`src/hdl/rau_pkg.sv`:
```
// Shared constants and types for the rational arithmetic unit.
package rau_pkg;

  localparam int WORD_BITS = 32;
  localparam int CNT_BITS  = $clog2(WORD_BITS + 1);

  typedef logic [WORD_BITS-1:0] word_t;

  // Command codes
  typedef enum logic [2:0] {
    CMD_ADD = 3'd0,
    CMD_SUB = 3'd1,
    CMD_MUL = 3'd2,
    CMD_CMP = 3'd3,
    CMD_RED = 3'd4
  } cmd_t;

  // Compare outcome codes
  localparam logic [1:0] ORD_LESS    = 2'd0;
  localparam logic [1:0] ORD_EQUAL   = 2'd1;
  localparam logic [1:0] ORD_GREATER = 2'd2;

  // Request to the shared divider
  typedef struct packed {
    logic  start;
    word_t dividend;
    word_t divisor;
  } div_req_t;

  // Reply from the shared divider
  typedef struct packed {
    logic  done;
    word_t quot;
    word_t rem;
  } div_rsp_t;

endpackage

```
`src/hdl/rau_div.sv`:
```
// Shared restoring divider, one quotient bit per cycle.
module rau_div (
  input  logic              clk,
  input  logic              rst_n,
  input  rau_pkg::div_req_t req,
  output rau_pkg::div_rsp_t rsp
);

  logic                         busy_r, busy_nxt;
  logic [rau_pkg::CNT_BITS-1:0] cnt_r, cnt_nxt;
  rau_pkg::word_t               q_r, q_nxt;
  rau_pkg::word_t               rem_r, rem_nxt;
  rau_pkg::word_t               d_r, d_nxt;
  logic                         done_r, done_nxt;
  logic [rau_pkg::WORD_BITS:0]  trial;

  // One shift-subtract step a cycle
  always_comb begin
    busy_nxt = busy_r;
    cnt_nxt  = cnt_r;
    q_nxt    = q_r;
    rem_nxt  = rem_r;
    d_nxt    = d_r;
    done_nxt = 1'b0;
    trial    = {rem_r, q_r[rau_pkg::WORD_BITS-1]} - {1'b0, d_r};
    if (req.start) begin
      busy_nxt = 1'b1;
      cnt_nxt  = rau_pkg::CNT_BITS'(rau_pkg::WORD_BITS);
      q_nxt    = req.dividend;
      rem_nxt  = '0;
      d_nxt    = req.divisor;
    end else if (busy_r) begin
      if (!trial[rau_pkg::WORD_BITS]) begin
        rem_nxt = trial[rau_pkg::WORD_BITS-1:0];
        q_nxt   = {q_r[rau_pkg::WORD_BITS-2:0], 1'b1};
      end else begin
        rem_nxt = {rem_r[rau_pkg::WORD_BITS-2:0], q_r[rau_pkg::WORD_BITS-1]};
        q_nxt   = {q_r[rau_pkg::WORD_BITS-2:0], 1'b0};
      end
      cnt_nxt = cnt_r - 1'b1;
      if (cnt_r == rau_pkg::CNT_BITS'(1)) begin
        busy_nxt = 1'b0;
        done_nxt = 1'b1;
      end
    end
  end

  always_ff @(posedge clk) begin
    if (!rst_n) begin
      busy_r <= 1'b0;
      done_r <= 1'b0;
      cnt_r  <= '0;
    end else begin
      busy_r <= busy_nxt;
      done_r <= done_nxt;
      cnt_r  <= cnt_nxt;
    end
    q_r   <= q_nxt;
    rem_r <= rem_nxt;
    d_r   <= d_nxt;
  end

  assign rsp.done = done_r;
  assign rsp.quot = q_r;
  assign rsp.rem  = rem_r;

`ifndef SYNTHESIS
  a_done_after_busy: assert property (@(posedge clk) disable iff (!rst_n)
    done_r |-> $past(busy_r)) else $error("divider done without work");
  a_no_busy_done: assert property (@(posedge clk) disable iff (!rst_n)
    !(busy_r && done_r)) else $error("divider busy and done together");
  a_count_zero: assert property (@(posedge clk) disable iff (!rst_n)
    !busy_r |-> cnt_r == '0 || $past(req.start) || !$past(busy_r))
    else $error("divider count stale");
`endif

endmodule

```
`src/hdl/rational_arithmetic_unit.sv`:
```
// Rational arithmetic unit: sequencer, shared multiplier and divider.
// Path to out_valid: add/sub and mul/compare run the multiplier states; unknown or zero-numerator reduce go to ST_OUT.
// Reduce: Euclid steps on the shared divider, then two divisions by the gcd and output;
//   with a zero denominator the Euclid loop is skipped.
// Throughput: one item at a time; in_ready only when the sequencer is idle and no result waits.
// Reset: rst_n synchronous active low clears the sequencer and output valid.
module rational_arithmetic_unit (
  input  logic        clk,
  input  logic        rst_n,
  input  logic        in_valid,
  output logic        in_ready,
  input  logic [2:0]  in_cmd,
  input  logic signed [31:0] in_num_a,
  input  logic [31:0] in_den_a,
  input  logic signed [31:0] in_num_b,
  input  logic [31:0] in_den_b,
  output logic        out_valid,
  input  logic        out_ready,
  output logic signed [31:0] out_res_num,
  output logic [31:0] out_res_den,
  output logic [1:0]  out_order,
  output logic        out_bad_denominator
);

  localparam int W = rau_pkg::WORD_BITS;

  typedef enum logic [7:0] {
    ST_IDLE = 8'b0000_0001,
    ST_MUL1 = 8'b0000_0010,
    ST_MUL2 = 8'b0000_0100,
    ST_MUL3 = 8'b0000_1000,
    ST_GCD  = 8'b0001_0000,
    ST_DIVN = 8'b0010_0000,
    ST_DIVD = 8'b0100_0000,
    ST_OUT  = 8'b1000_0000
  } state_t;

  state_t                 st_r, st_nxt;
  logic [2:0]             cmd_r;
  logic signed [W:0]      na_r, nb_r;
  logic [W:0]             da_r, db_r;
  logic                   bad_r;
  logic signed [2*W+1:0]  prod_r, p0_r;
  logic signed [W:0]      mx, my;
  logic                   pend_r;
  rau_pkg::word_t         gx_r, gy_r, g_r, mag_r, qn_r;
  logic                   neg_r;
  rau_pkg::div_req_t      dreq;
  rau_pkg::div_rsp_t      drsp;
  logic                   ov_r;
  rau_pkg::word_t         rn_r, rd_r;
  logic [1:0]             ord_r;
  logic                   obad_r;
  logic                   acc;
  logic [2*W+1:0]         sumv;
  logic signed [2*W+1:0]  diffv;

  assign acc      = in_valid && in_ready;
  assign in_ready = (st_r == ST_IDLE) && !ov_r;

  // Shared signed multiplier operand select; product lands in prod_r a state later
  always_comb begin
    case (st_r)
      ST_MUL2: begin mx = nb_r; my = da_r; end
      ST_MUL3: begin mx = da_r; my = db_r; end
      default: begin mx = na_r; my = (cmd_r == rau_pkg::CMD_MUL) ? nb_r : db_r; end
    endcase
  end

  always_comb begin
    sumv  = (cmd_r == rau_pkg::CMD_SUB) ? p0_r - prod_r : p0_r + prod_r;
    diffv = p0_r - prod_r;
  end

  // Divider requests from the sequencer
  always_comb begin
    dreq = '0;
    if (st_r == ST_GCD && pend_r) begin
      dreq.start = 1'b1; dreq.dividend = gx_r; dreq.divisor = gy_r;
    end else if (st_r == ST_DIVN && pend_r) begin
      dreq.start = 1'b1; dreq.dividend = mag_r; dreq.divisor = g_r;
    end else if (st_r == ST_DIVD && pend_r) begin
      dreq.start = 1'b1; dreq.dividend = da_r[W-1:0]; dreq.divisor = g_r;
    end
  end

  rau_div u_div (.clk(clk), .rst_n(rst_n), .req(dreq), .rsp(drsp));

  always_comb begin
    st_nxt = st_r;
    case (st_r)
      ST_IDLE: if (acc) begin
        if (in_cmd == rau_pkg::CMD_RED) st_nxt = (in_num_a == '0) ? ST_OUT : ST_GCD;
        else if (in_cmd > rau_pkg::CMD_RED) st_nxt = ST_OUT;
        else st_nxt = ST_MUL1;
      end
      ST_MUL1: st_nxt = (cmd_r == rau_pkg::CMD_MUL) ? ST_MUL3 : ST_MUL2;
      ST_MUL2: st_nxt = (cmd_r == rau_pkg::CMD_CMP) ? ST_OUT : ST_MUL3;
      ST_MUL3: st_nxt = ST_OUT;
      ST_GCD:  if (!pend_r && drsp.done && drsp.rem == '0) st_nxt = ST_DIVN;
               else if (!pend_r && gy_r == '0) st_nxt = ST_DIVN;
      ST_DIVN: if (!pend_r && drsp.done) st_nxt = ST_DIVD;
      ST_DIVD: if (!pend_r && drsp.done) st_nxt = ST_OUT;
      ST_OUT:  st_nxt = ST_IDLE;
      default: st_nxt = ST_IDLE;
    endcase
  end

  // Sequencer and datapath registers
  always_ff @(posedge clk) begin
    if (!rst_n) begin
      st_r   <= ST_IDLE;
      ov_r   <= 1'b0;
      pend_r <= 1'b0;
    end else begin
      st_r <= st_nxt;
      if (out_valid && out_ready) ov_r <= 1'b0;
      if (st_r == ST_OUT) ov_r <= 1'b1;
      if (acc) pend_r <= (in_cmd == rau_pkg::CMD_RED) && (in_den_a != '0);
      else if (dreq.start) pend_r <= 1'b0;
      else if (drsp.done && st_r == ST_GCD && drsp.rem != '0) pend_r <= 1'b1;
      else if (st_r == ST_GCD && st_nxt == ST_DIVN) pend_r <= 1'b1;
      else if (drsp.done && st_r == ST_DIVN) pend_r <= 1'b1;
    end
    prod_r <= (2*W+2)'(mx * my);
    if (acc) begin
      cmd_r <= in_cmd;
      na_r  <= {in_num_a[W-1], in_num_a[W-1:0]};
      nb_r  <= {in_num_b[W-1], in_num_b[W-1:0]};
      da_r  <= {1'b0, in_den_a[W-1:0]};
      db_r  <= {1'b0, in_den_b[W-1:0]};
      neg_r <= in_num_a[W-1];
      mag_r <= in_num_a[W-1] ? W'(-in_num_a[W-1:0]) : in_num_a[W-1:0];
      gx_r  <= in_num_a[W-1] ? W'(-in_num_a[W-1:0]) : in_num_a[W-1:0];
      gy_r  <= in_den_a[W-1:0];
      case (in_cmd)
        rau_pkg::CMD_RED: bad_r <= (in_den_a[W-1:0] == '0);
        rau_pkg::CMD_ADD, rau_pkg::CMD_SUB, rau_pkg::CMD_MUL, rau_pkg::CMD_CMP:
          bad_r <= (in_den_a[W-1:0] == '0) || (in_den_b[W-1:0] == '0);
        default: bad_r <= 1'b0;
      endcase
    end
    if (st_r == ST_MUL2) p0_r <= prod_r;
    if (st_r == ST_MUL3) rn_r <= (cmd_r == rau_pkg::CMD_MUL) ? prod_r[W-1:0] : sumv[W-1:0];
    // Euclid step on remainder
    if (st_r == ST_GCD && !pend_r && drsp.done) begin
      gx_r <= gy_r;
      gy_r <= drsp.rem;
    end
    if (st_r == ST_GCD && st_nxt == ST_DIVN)
      g_r <= (gy_r == '0) ? gx_r : gy_r;
    if (st_r == ST_DIVN && !pend_r && drsp.done) qn_r <= drsp.quot;
    if (st_r == ST_DIVD && !pend_r && drsp.done) begin
      rn_r <= neg_r ? W'(-qn_r) : qn_r;
      rd_r <= drsp.quot;
    end
    if (st_r == ST_OUT) begin
      obad_r <= bad_r;
      if (cmd_r == rau_pkg::CMD_CMP) begin
        ord_r <= bad_r ? rau_pkg::ORD_EQUAL :
                 diffv[2*W+1] ? rau_pkg::ORD_LESS :
                 (diffv == '0) ? rau_pkg::ORD_EQUAL : rau_pkg::ORD_GREATER;
      end else begin
        ord_r <= rau_pkg::ORD_LESS;
      end
      if (cmd_r inside {rau_pkg::CMD_ADD, rau_pkg::CMD_SUB, rau_pkg::CMD_MUL}) begin
        rd_r <= prod_r[W-1:0];
      end else if (cmd_r == rau_pkg::CMD_CMP || cmd_r > rau_pkg::CMD_RED) begin
        rn_r <= '0; rd_r <= '0;
      end else if (cmd_r == rau_pkg::CMD_RED && na_r == '0) begin
        rn_r <= '0; rd_r <= W'(1);
      end
    end
  end

  // Compare needs the second product in prod_r at ST_OUT, first in p0_r
  assign out_valid           = ov_r;
  assign out_res_num         = 32'($signed(rn_r));
  assign out_res_den         = 32'(rd_r);
  assign out_order           = ord_r;
  assign out_bad_denominator = obad_r;

`ifndef SYNTHESIS
  a_busy_not_ready: assert property (@(posedge clk) disable iff (!rst_n)
    st_r != ST_IDLE |-> !in_ready) else $error("ready while busy");
  a_out_follows: assert property (@(posedge clk) disable iff (!rst_n)
    $rose(ov_r) |-> $past(st_r == ST_OUT)) else $error("result without finish");
  a_one_hot: assert property (@(posedge clk) disable iff (!rst_n)
    $onehot(st_r)) else $error("state not one-hot");
`endif

endmodule
```
`config.mk`:
```
export PLATFORM = sky130hd
export DESIGN_NAME = rational_arithmetic_unit
export DESIGN_NICKNAME = d
export VERILOG_FILES = /design/src/hdl/rau_pkg.sv /design/src/hdl/rau_div.sv /design/src/hdl/rational_arithmetic_unit.sv
export SDC_FILE = /design/constraint.sdc
export NUM_CORES = 2
export LEC_CHECK = 0
export BUFFER_PORTS_ARGS = -buffer_cell sky130_fd_sc_hd__buf_2
export CORE_MARGIN = 2
export CORE_UTILIZATION = 45
export CTS_BUF_LIST = sky130_fd_sc_hd__clkbuf_4 sky130_fd_sc_hd__clkbuf_8 sky130_fd_sc_hd__clkbuf_16
export DETAILED_ROUTE_END_ITERATION = 6
export GPL_ROUTABILITY_DRIVEN = 0
export HOLD_SLACK_MARGIN = 0.12
export MAX_ROUTING_LAYER = met4
export SKIP_LAST_GASP = 1
export SLEW_MARGIN = 20
export SYNTH_ARGS = -nofsm -noshare
export SYNTH_HDL_FRONTEND = slang
export SYNTH_SLANG_ARGS = --single-unit
```
`constraint.sdc`:
```
create_clock -name clk -period 24.9 [get_ports clk]
set_input_delay 1.245 -clock clk [delete_from_list [all_inputs] [get_ports clk]]
set_output_delay 1.245 -clock clk [all_outputs]
set_load 0.01 [all_outputs]
```
==> impl_metrics.csv <==
group,metric,value,unit
outcome,run_status,"complete, no violations",
synthesis,synth-edff-count,424,
die,dieArea,158000,um^2
synthesis,syn-cell-area,69800,um^2
synthesis,post-synth-top-area-cell,"sky130_fd_sc_hd__fa_1",
worst_setup_path,critical-path-top-cell-by-count,"sky130_fd_sc_hd__fa_1",
worst_setup_path,arrival,13430,ps
clock_network,post_cts.repair.setup_buffers,0,
worst_setup_path,worstSetupStartpointType,"flop",
clock_network,clock-root-buffer,"sky130_fd_sc_hd__clkbuf_16",
route,detail_route.iter0.violations,6443,
finish,post_route_cells_drive_above_1_share,0.0826,
place,dpl.hpwl,194000,um
clock_network,post_cts.resized_instances,0,
timing,max_slew_margin,0.194,
clock_network,path_clk_slew,60,ps
timing,hold_slack,435,ps
synthesis,synth_seq_cells,604,
worst_setup_path,required,25500,ps
route,drt_first_pass_iters,6,
die,floorplan.rows,144,
clock_network,h-tree-depth,3,
timing,clock-skew-final,62.9,ps
synthesis,ys_seq_area_frac,0.234,
die,floorplan.initialDensity,0.453,
timing,tightest_slew,1210,ps
route,post_detailed_route_count_of_antenna_violating_nets,0,
clock_network,cts_num_sinks,604,
global_route,first_pass_grt_wire_length,369000,um
place,dp_slack,12630,ps
timing,final_min_period_over_clock_period,0.515,
timing,hold_violations,0,
die,design.portCount,204,
timing,timing.final.crit_period,12830,ps
clock_network,cts.hold.buffers_added,0,
clock_network,numCtsBuffers,69,
global_route,grt_start_max_net_pins,93,
timing,final-setup-viol-count,0,
synthesis,synth_warnings,0,
worst_setup_path,critical_path.top_delay_family,"adder cells",
synthesis,commonest_register_cell_after_synthesis,"sky130_fd_sc_hd__edfxtp_1",
global_route,overflow,0,
worst_setup_path,worstPathMaxFanout,72,
global_route,grt_pass1_vias,56037,
worst_setup_path,cp_slowest_cell,"sky130_fd_sc_hd__o311ai_0",
worst_setup_path,worst-path-buf-inv,6,
worst_setup_path,critPathKind,"flop to flop",
timing,highest_clock_rate,78.0,MHz
place,placed_cells,9348,
synthesis,synth_cell_type_count,79,
die,dieHeight,398,um
hold_path,hold_path.class,"flop to flop",
route,detail_route.wl_per_cell,26.2,um
finish,final-instance-count-excl-fill,9482,
die,design.core.area,154000,um^2
synthesis,synth.top_cell.area_share,0.329,
timing,rsz0062_at_grt,"false",
route,routed_via_density,5.87,
synthesis,mappedNetlistNets,8964,
clock_network,clock_tree.buffer_depth,3,
timing,final-max-slew-violation-count,0,
place,port_buffers,203,
worst_setup_path,worstSetupEndpointType,"flop",
finish,fin_nets,9007,
synthesis,post_synth.cell_area_avg,9.52,um^2
timing,worst_slack,12070,ps
synthesis,syn-instance-count,7332,
finish,fillCellCount,14195,
clock_network,clock_insertion_delay_worst_skew,700,ps
die,die_width,398,um
synthesis,top_cells_by_area_synth,"sky130_fd_sc_hd__fa_1, sky130_fd_sc_hd__edfxtp_1, sky130_fd_sc_hd__inv_1",
run,max-cap-violations,0,
global_route,grt_usage,0.326,
route,final_wirelength,248000,um
finish,area_growth_from_synthesis_to_final_layout,8.71,%
worst_setup_path,slowest_delay,900,ps
route,route.vias.total,55668,
global_route,number_of_antenna_violations_at_the_first_check_in_global_routing,17,
clock_network,cts_tree,"done",
synthesis,postSynth.asyncResetShare,0,
timing,fin_setup_tns,0,ps
route,post-route-drc-count,0,
==> cell usage in the layout, fill, tap and decap left out, types with 35 or more instances in the layout <==
cell	netlist	final
sky130_fd_sc_hd__inv_1	1288	1285
sky130_fd_sc_hd__fa_1	1148	1147
sky130_fd_sc_hd__nor2_1	831	827
sky130_fd_sc_hd__nand2_1	787	784
sky130_fd_sc_hd__edfxtp_1	424	424
sky130_fd_sc_hd__ha_1	349	349
sky130_fd_sc_hd__a21oi_1	258	257
sky130_fd_sc_hd__buf_2	0	203
sky130_fd_sc_hd__o21ai_0	196	196
sky130_fd_sc_hd__xnor2_1	190	189
sky130_fd_sc_hd__dfxtp_1	180	179
sky130_fd_sc_hd__buf_4	0	132
sky130_fd_sc_hd__nor3_1	106	105
sky130_fd_sc_hd__a21o_1	94	94
sky130_fd_sc_hd__a211oi_1	84	83
sky130_fd_sc_hd__clkbuf_16	0	70
sky130_fd_sc_hd__and2_1	66	64
sky130_fd_sc_hd__mux2_2	64	64
sky130_fd_sc_hd__nor4_1	61	60
sky130_fd_sc_hd__a311oi_1	45	45
sky130_fd_sc_hd__nand2b_1	45	44
sky130_fd_sc_hd__xor2_1	44	44
sky130_fd_sc_hd__nand3_1	40	40
sky130_fd_sc_hd__nand4_1	40	40
sky130_fd_sc_hd__o22ai_1	40	40
sky130_fd_sc_hd__a22o_1	35	35
==> sequential cells by signal, summed over array words and instances (netlist names), 2 cells and up <==
name / count
p0_r: 66
prod_r: 66
da_r: 32
db_r: 32
g_r: 32
gx_r: 32
gy_r: 32
na_r: 32
nb_r: 32
out_res_den: 32
out_res_num: 32
qn_r: 32
u_div.d_r: 32
u_div.q_r: 32
u_div.rem_r: 32
mag_r: 31
st_r: 8
u_div.cnt_r: 6
cmd_r: 3
out_order: 2
==> layout make-up <==
cell class	instances	area, um^2	area share
Antenna cell	8	20.0	0.000264
Multi-Input combinational cell	5076	47600	0.627
Timing Repair Buffer	335	2010	0.0265
Tap cell	2044	2560	0.0337
Clock inverter	46	659	0.00869
Sequential cell	604	16300	0.215
Clock buffer	80	1850	0.0244
Inverter	1289	4840	0.0638
==> metal layers <==
layer / track usage / wire length (um) / vias up
met1: 0.426 / 97500 / 27973
li1: - / - / 23799
met4: 0.145 / 14000 / 0
met3: 0.0910 / 30200 / 575
met5: - / 0 / -
met2: 0.471 / 107000 / 3321
==> kinds of logic after synthesis <==
logic type      count (synthesis)  synth area share
simple gates                 2133             0.132
buf+inv                      1652            0.0889
fa+ha+maj                    1497             0.392
compound gates               1114             0.108
flops                         604             0.234
xor+xnor                      234            0.0294
mux                            98            0.0152
==> worst reg2reg max path: cells and delay by family, from the launching register on <==
kind / cells / cell delay [ps]
adder cells (fa/ha/maj): 9 / 4390
AND/OR/NAND/NOR: 11 / 2820
AO/OA/AOI/OAI: 7 / 3210
flip-flops: 1 / 350
buffers and inverters: 6 / 1960
==> cells in the mapped netlist (all sizes together) (45+ instances only) <==
cell type	instances
nand2	787
fa	1148
dfxtp	180
mux2	64
clkbuf	338
o21ai	197
nand2b	45
a21oi	258
nor2	831
a211oi	84
ha	349
xnor2	190
nor4	61
edfxtp	424
and2	69
a311oi	45
inv	1288
a21o	94
nor3	106
==> path summary, 6_finish.rpt <==
check | from | to | slack (ps) | cells after the start
min | prod_r[48] | p0_r[48] | 440 | 0
min reg2reg | prod_r[48] | p0_r[48] | 440 | 0
max | st_r[3] | prod_r[64] | 12070 | 33
max reg2reg | st_r[3] | prod_r[64] | 12070 | 33
==> per-stage QoR <==
stage	cell area, um^2	util
4_1_cts	75800	0.492
6_report	75900	0.492
3_5_place_dp	73300	0.476
5_1_grt	75900	0.492
2_1_floorplan	69800	-
3_3_place_gp	73300	0.476
Power is not shown: default switching activity piles up to over one toggle a cycle in this logic, so the estimate is an artifact.
